## config.mk

```make
export PLATFORM = sky130hd
export DESIGN_NAME = display_reply_frame_parser
export DESIGN_NICKNAME = d
export VERILOG_FILES = /design/src/design/drp_pkg.sv /design/src/design/drp_classify.sv /design/src/design/display_reply_frame_parser.sv
export SDC_FILE = /design/constraint.sdc
export NUM_CORES = 1
export LEC_CHECK = 0
export BUFFER_PORTS_ARGS = -buffer_cell sky130_fd_sc_hd__buf_2
export CAP_MARGIN = 20
export CORE_AREA = 4 4 109 111
export CTS_CLUSTER_DIAMETER = 200
export DETAILED_ROUTE_END_ITERATION = 12
export DIE_AREA = 0 0 113 115
export GPL_TIMING_DRIVEN = 0
export PLACE_DENSITY = 0.84
export SLEW_MARGIN = 40
export SYNTH_ARGS = -nofsm -noshare
export SYNTH_HDL_FRONTEND = slang
export SYNTH_SLANG_ARGS = --single-unit
```

## constraint.sdc

```tcl
create_clock -name clk -period 12.15 [get_ports clk]
set_clock_uncertainty 0.2 [all_clocks]
set_input_delay 3.645 -clock clk [delete_from_list [all_inputs] [get_ports clk]]
set_output_delay 3.645 -clock clk [all_outputs]
set_load 0.05 [all_outputs]
```

## src/design/drp_pkg.sv

```systemverilog
`timescale 1ns / 1ps
package drp_pkg;

	// Event codes reported on the result channel
	typedef enum logic [2:0] {
		EV_TOUCH     = 3'd0,
		EV_PAGE      = 3'd1,
		EV_READY     = 3'd2,
		EV_ERROR     = 3'd3,
		EV_MALFORMED = 3'd4,
		EV_UNKNOWN   = 3'd5,
		EV_OVERFLOW  = 3'd6,
		EV_TIMEOUT   = 3'd7
	} event_kind_t;

	// First four data bytes of a frame, entry 0 is the type byte
	typedef logic [3:0][7:0] head_t;

	typedef struct packed {
		event_kind_t kind;
		logic [7:0]  first_arg;
		logic [7:0]  second_arg;
		logic        pressed;
		logic [6:0]  frame_length;
	} result_t;

	localparam logic [7:0]  TERM_BYTE      = 8'hFF;
	// Pending terminator count at which the next 0xFF completes the terminator
	localparam logic [1:0]  TERM_LAST      = 2'd2;
	localparam logic [7:0]  TYPE_TOUCH     = 8'h65;
	localparam logic [7:0]  TYPE_PAGE      = 8'h66;
	localparam logic [7:0]  TYPE_READY     = 8'h88;
	localparam logic [7:0]  TYPE_ERR_A     = 8'h00;
	localparam logic [7:0]  TYPE_ERR_B     = 8'h1A;
	localparam logic [7:0]  TYPE_ERR_C     = 8'h1B;
	localparam logic [15:0] TIMEOUT_RESET  = 16'd100;
	localparam logic [15:0] IDLE_MAX       = 16'hFFFF;

endpackage

```

## src/design/drp_classify.sv

```systemverilog
`timescale 1ns / 1ps
module drp_classify #(
	parameter int LEN_W = 7
) (
	input  drp_pkg::head_t      head,
	input  logic [LEN_W-1:0]    length,
	output drp_pkg::result_t    res
);
	import drp_pkg::*;

	logic [LEN_W+6:0] len_ext;
	logic [7:0]       type_byte;
	logic             len_is_1;
	logic             len_is_2;
	logic             len_is_4;

	assign len_ext   = {7'b0, length};
	assign type_byte = head[0];
	assign len_is_1  = (length == LEN_W'(1));
	assign len_is_2  = (length == LEN_W'(2));
	assign len_is_4  = (length == LEN_W'(4));

	// Decode frame type and check its length
	always_comb begin
		res              = '0;
		res.frame_length = len_ext[6:0];
		res.first_arg    = type_byte;
		res.kind         = EV_MALFORMED;
		case (type_byte)
			TYPE_TOUCH: begin
				if (len_is_4 && (head[3] <= 8'd1)) begin
					res.kind       = EV_TOUCH;
					res.first_arg  = head[1];
					res.second_arg = head[2];
					res.pressed    = head[3][0];
				end
			end
			TYPE_PAGE: begin
				if (len_is_2) begin
					res.kind      = EV_PAGE;
					res.first_arg = head[1];
				end
			end
			TYPE_READY: begin
				if (len_is_1) begin
					res.kind      = EV_READY;
					res.first_arg = 8'd0;
				end
			end
			TYPE_ERR_A, TYPE_ERR_B, TYPE_ERR_C: begin
				if (len_is_1) begin
					res.kind = EV_ERROR;
				end
			end
			default: begin
				res.kind = EV_UNKNOWN;
			end
		endcase
	end

endmodule

```

## src/design/display_reply_frame_parser.sv

```systemverilog
`timescale 1ns / 1ps
// Reply-frame parser for a serial display link.
// Input channel (in_valid / in_stall): one transaction per received byte
// (command = 0, rx_byte) or per millisecond tick (command = 1). Frames end
// with three 0xFF bytes; one or two 0xFF followed by another byte are data.
// Output channel (out_valid / out_stall): at most one event per input
// transaction: touch, page, ready, error, malformed, unknown type,
// overflow (frame buffer full, bytes dropped up to the next terminator)
// or timeout (partial frame idle for timeout_ticks ticks).
// Configuration: cfg_we writes cfg_wdata into timeout_ticks (reset 100,
// zero acts as one); write it only while the block is idle.
// An accepted transaction enters the input register; its event is parsed
// combinationally and loaded into the output register once that register
// is free or not stalled.
// One transaction is taken per cycle while the output register is free or
// not stalled; the parse between input and output registers is combinational.
// Stall: while out_stall holds a waiting event, the input register holds
// its transaction and in_stall is raised; a transaction that gives no
// event still waits for the output register to free.
// Reset clears the frame state and both register valids, and restores
// timeout_ticks to 100.
module display_reply_frame_parser #(
	parameter int FRAME_CAPACITY = 64
) (
	input  logic        clk,
	input  logic        arst_n,
	input  logic        in_valid,
	output logic        in_stall,
	input  logic        command,
	input  logic [7:0]  rx_byte,
	output logic        out_valid,
	input  logic        out_stall,
	output logic [2:0]  event_kind,
	output logic [7:0]  first_arg,
	output logic [7:0]  second_arg,
	output logic        pressed,
	output logic [6:0]  frame_length,
	input  logic        cfg_we,
	input  logic [15:0] cfg_wdata
);
	import drp_pkg::*;

	localparam int              LEN_W = $clog2(FRAME_CAPACITY + 1);
	localparam logic [LEN_W:0]  CAP_X = (LEN_W + 1)'(FRAME_CAPACITY);

	logic             valid_s1;
	logic             command_s1;
	logic [7:0]       rx_byte_s1;

	logic [LEN_W-1:0] length_q, length_n;
	logic [1:0]       term_q, term_n;
	logic             disc_q, disc_n;
	logic [15:0]      idle_q, idle_n;
	logic [15:0]      timeout_q;
	head_t            head_q, head_n;

	logic             out_valid_q;
	result_t          res_q;

	logic             adv;
	logic             emit;
	result_t          res;
	result_t          cls_res;

	logic [15:0]      limit;
	logic [15:0]      idle_inc;
	logic             partial;
	logic [LEN_W:0]   need;
	logic [LEN_W+6:0] len_ext;

	assign adv      = valid_s1 && (!out_valid_q || !out_stall);
	assign in_stall = valid_s1 && !adv;

	assign limit    = (timeout_q == 16'd0) ? 16'd1 : timeout_q;
	assign idle_inc = (idle_q == IDLE_MAX) ? idle_q : idle_q + 16'd1;
	assign partial  = (length_q != '0) || (term_q != 2'd0) || disc_q;
	assign need     = {1'b0, length_q} + (LEN_W + 1)'(term_q) + (LEN_W + 1)'(1);
	assign len_ext  = {7'b0, length_q};

	drp_classify #(
		.LEN_W (LEN_W)
	) u_classify (
		.head   (head_q),
		.length (length_q),
		.res    (cls_res)
	);

	// Parse one transaction against the frame state
	always_comb begin
		logic [LEN_W:0] d;
		length_n = length_q;
		term_n   = term_q;
		disc_n   = disc_q;
		idle_n   = idle_q;
		head_n   = head_q;
		emit     = 1'b0;
		res      = '0;
		d        = '0;
		if (command_s1) begin
			idle_n = idle_inc;
			if (partial && (idle_inc >= limit)) begin
				length_n         = '0;
				term_n           = 2'd0;
				disc_n           = 1'b0;
				idle_n           = 16'd0;
				emit             = 1'b1;
				res.kind         = EV_TIMEOUT;
				res.frame_length = len_ext[6:0];
			end
		end else begin
			idle_n = 16'd0;
			if (rx_byte_s1 == TERM_BYTE) begin
				if (term_q == TERM_LAST) begin
					if (!disc_q && (length_q != '0)) begin
						emit = 1'b1;
						res  = cls_res;
					end
					length_n = '0;
					term_n   = 2'd0;
					disc_n   = 1'b0;
				end else begin
					term_n = term_q + 2'd1;
				end
			end else if (disc_q) begin
				term_n = 2'd0;
			end else begin
				term_n = 2'd0;
				if (need > CAP_X) begin
					length_n = '0;
					disc_n   = 1'b1;
					emit     = 1'b1;
					res.kind = EV_OVERFLOW;
				end else begin
					length_n = need[LEN_W-1:0];
					// Put back pending 0xFF bytes, then the new byte
					for (int i = 0; i < 4; i++) begin
						d = (LEN_W + 1)'(i) - {1'b0, length_q};
						if (({1'b0, length_q} <= (LEN_W + 1)'(i)) && (d < need - {1'b0, length_q})) begin
							head_n[i] = (d < (LEN_W + 1)'(term_q)) ? TERM_BYTE : rx_byte_s1;
						end
					end
				end
			end
		end
	end

	// Input register: load when the stage ahead frees
	always_ff @(posedge clk or negedge arst_n) begin
		if (!arst_n) begin
			valid_s1 <= 1'b0;
		end else if (!in_stall) begin
			valid_s1 <= in_valid;
		end
	end

	always_ff @(posedge clk) begin
		if (in_valid && !in_stall) begin
			command_s1 <= command;
			rx_byte_s1 <= rx_byte;
		end
	end

	// Frame state and configuration
	always_ff @(posedge clk or negedge arst_n) begin
		if (!arst_n) begin
			length_q  <= '0;
			term_q    <= 2'd0;
			disc_q    <= 1'b0;
			idle_q    <= 16'd0;
			timeout_q <= TIMEOUT_RESET;
		end else begin
			if (adv) begin
				length_q <= length_n;
				term_q   <= term_n;
				disc_q   <= disc_n;
				idle_q   <= idle_n;
			end
			if (cfg_we) begin
				timeout_q <= cfg_wdata;
			end
		end
	end

	always_ff @(posedge clk) begin
		if (adv) begin
			head_q <= head_n;
		end
	end

	// Output register: hold while stalled
	always_ff @(posedge clk or negedge arst_n) begin
		if (!arst_n) begin
			out_valid_q <= 1'b0;
		end else if (!out_valid_q || !out_stall) begin
			out_valid_q <= adv && emit;
		end
	end

	always_ff @(posedge clk) begin
		if (adv && emit) begin
			res_q <= res;
		end
	end

	assign out_valid    = out_valid_q;
	assign event_kind   = res_q.kind;
	assign first_arg    = res_q.first_arg;
	assign second_arg   = res_q.second_arg;
	assign pressed      = res_q.pressed;
	assign frame_length = res_q.frame_length;

endmodule

```

==> results.json <==
{
  "nets": 835,
  "power_density_nw_per_um2": 138,
  "cts.path.max_buffers": 2,
  "initial_core_util_pct": 64.0,
  "synth_edf_count": 68,
  "final_antenna_net_count": 0,
  "rsz0062_at_grt": "no",
  "crit_family": "buffers and inverters",
  "portBuffers": 58,
  "ys_warn_count": 0,
  "vias": 5464,
  "place_congestion": 0.935,
  "layout_common_cells": "68 x edfxtp_1, 60 x buf_2, 52 x nand2_1",
  "ys_async_sr_fraction_pct": 39.3,
  "h-tree-depth": 3,
  "final_max_slew_viol_count": 0,
  "cap_violations": 0,
  "grt_max_degree": 45,
  "tns_ps": 0,
  "synth_compound_area_share_pct": 14.3,
  "crit_chain": "buf_2, nand3_1, inv_1, buf_2",
  "end_kind": "output port",
  "crit_type": "primary input to output port",
  "synth_seq_cells": 112,
  "routed_via_density": 6.10,
  "synthAdderAreaFrac_pct": 11.0,
  "cts.repair.resized": 0,
  "yosysSeqAreaShare_pct": 45.6,
  "holdBufCountCts": 0,
  "grt_pass1_wl_um": 26300,
  "min_delay_path_depth": 1,
  "worst-path-stages": 4,
  "synth_cell_type_count": 73,
  "finalPower_mw": 1.06,
  "syn_area_per_cell_um2": 10.2,
  "drive_gt1_share_pct": 17.2,
  "area_growth_pct": 10.8,
  "synthXorXnorAreaFrac_pct": 5.45,
  "final-hold-violation-count": 0,
  "crit_path_max_fanout": 3,
  "slowest_delay_ps": 260,
  "clk_pin_slew_ps": 130,
  "cts.sinks": 112,
  "die-area_um2": 13000,
  "post_dp_cell_area_um2": 7410,
  "outcome": "finished clean",
  "arrival_ps": 4200,
  "synth_nets": 764,
  "dpl.hpwl_um": 12400,
  "synth_top_family_by_area": "simple AND/OR/NAND/NOR gates",
  "synthSimpleGateAreaFrac_pct": 19.6,
  "first_iter_violations": 355,
  "grt_overflow_total": 0,
  "grt_pass1_vias": 5487,
  "die_w_um": 113,
  "cts_setup_buffers": 0,
  "syn_inst": 680,
  "synth_area_um2": 6910,
  "hold_class": "flip-flop to flip-flop",
  "timing.final.crit_share_pct": 66.2,
  "first_pass_iters": 5,
  "ir_drop_mv": 0.0946,
  "rr_worst_depth": 16,
  "p_leak_nw": 3.32,
  "yosys-mux-area-fraction_pct": 0.489,
  "fin_area_um2": 7660,
  "routedWlPerCell_um": 18.2,
  "setup_viol": 0,
  "cts_tree": "done",
  "worst_setup_path_start_kind": "primary input",
  "dieHeight_um": 115,
  "required_ps": 8300,
  "final_common_cell": "edfxtp_1",
  "slowest_stage": "buf_2",
  "antenna_cells": 0,
  "rows": 38,
  "cts_buffers": 9,
  "core_area_um2": 10800,
  "synth_flop_cell": "edfxtp_1",
  "clock_latency_ps": 380,
  "fin_crit_ps": 8040,
  "totalWireLength_um": 16300,
  "io-pin-count": 59,
  "grt_usage_pct": 25.6,
  "worstMarginPinSlew_ps": 830,
  "max_freq_mhz": 124,
  "slew-limit-headroom_pct": 44.3,
  "drc": 0,
  "antenna_found_initial": 1,
  "path_buf_inv": 3,
  "root_buffer": "clkbuf_8",
  "cpMostUsedCell": "buf_2"
}
[layout make-up]
class / instances / area (um^2)
multi-input cells: 507 / 3550
flip-flops and latches: 112 / 3150
fillers: 779 / 3140
repair buffers: 60 / 313
well taps: 140 / 175
inverters: 41 / 154
clock buffers: 9 / 124
clock inverters: 7 / 103
plain buffers: 20 / 93.8
[report_power, final]
part           switching (mW)  internal, mW
logic                   0.218         0.151
clock network           0.145         0.104
registers              0.0137         0.423
total                   0.377         0.679
[sequential cells by signal, indices dropped and copies added, names as in the netlist, 3 cells and up]
signal and flops:
timeout_q 16, rx_byte_s1 8, event_kind 3, length_q 7, idle_q 16, first_arg 8, head_q 32, second_arg 8
frame_length 7
[logic make-up (layout without fill, tap and decap cells)]
group / Yosys count / count (layout)
buffers and inverters: 61 / 137
AO/OA/AOI/OAI: 147 / 147
XOR/XNOR: 40 / 40
multiplexers: 3 / 3
AND/OR/NAND/NOR: 258 / 258
adder cells (fa/ha/maj): 59 / 59
flip-flops: 112 / 112
[cells in the mapped netlist (all sizes together) (4+ instances only)]
| cell type | count | share of area [%] |
|---|---|---|
| inv | 41 | 2.2 |
| o21ai | 34 | 2.5 |
| o22ai | 7 | 0.63 |
| fa | 4 | 1.2 |
| nor3 | 18 | 1.3 |
| dfrtp | 41 | 15 |
| and3 | 8 | 0.72 |
| a21oi | 35 | 2.6 |
| edfxtp | 68 | 30 |
| buf | 7 | 0.65 |
| nand2b | 15 | 1.4 |
| nand3 | 25 | 1.8 |
| a31oi | 6 | 0.54 |
| maj3 | 5 | 0.76 |
| nor2b | 14 | 1.3 |
| ha | 50 | 9.1 |
| a221oi | 4 | 0.60 |
| xnor2 | 29 | 3.7 |
| nor4 | 8 | 0.72 |
| a22o | 8 | 1.0 |
| nor2 | 54 | 3.3 |
| o31ai | 4 | 0.43 |
| nand2 | 52 | 2.8 |
| and2 | 15 | 1.4 |
| clkbuf | 13 | 0.71 |
| nand4 | 7 | 0.63 |
| a22oi | 10 | 1.1 |
| xor2 | 11 | 1.8 |
| or2 | 28 | 2.5 |
| a21o | 12 | 1.3 |
[routing by layer]
metal / GRT usage, % / share of wire [%] / up-vias
met5: 0 / 0.043 / -
met4: 10.3 / 2.9 / 2
met3: 4.00 / 5.0 / 44
met2: 45.7 / 51 / 195
met1: 31.1 / 41 / 2629
li1: - / - / 2594
[worst paths after layout]
| kind | startpoint | end | slack (ps) |
|---|---|---|---|
| min in group asynchronous | arst_n | timeout_q[13] | 3060 |
| hold / removal | head_q[18] | second_arg[2] | 330 |
| setup reg to reg | length_q[0] | head_q[22] | 6230 |
| max in group asynchronous | arst_n | term_q[0] | 8300 |
| hold reg to reg | head_q[18] | second_arg[2] | 330 |
| setup / recovery | out_stall | in_stall | 4110 |
[per-stage QoR]
stage	utilization, %	instances	hold slack, ps	worst slack (ps)
floorplan	-	680	283	4240
global placement	68.3	878	300	4120
detailed placement	68.7	879	310	4090
CTS	70.8	895	332	4090
global route	70.9	896	360	4060
finish	70.9	896	330	4110
Note: power is estimated with default switching activity, not from simulation.
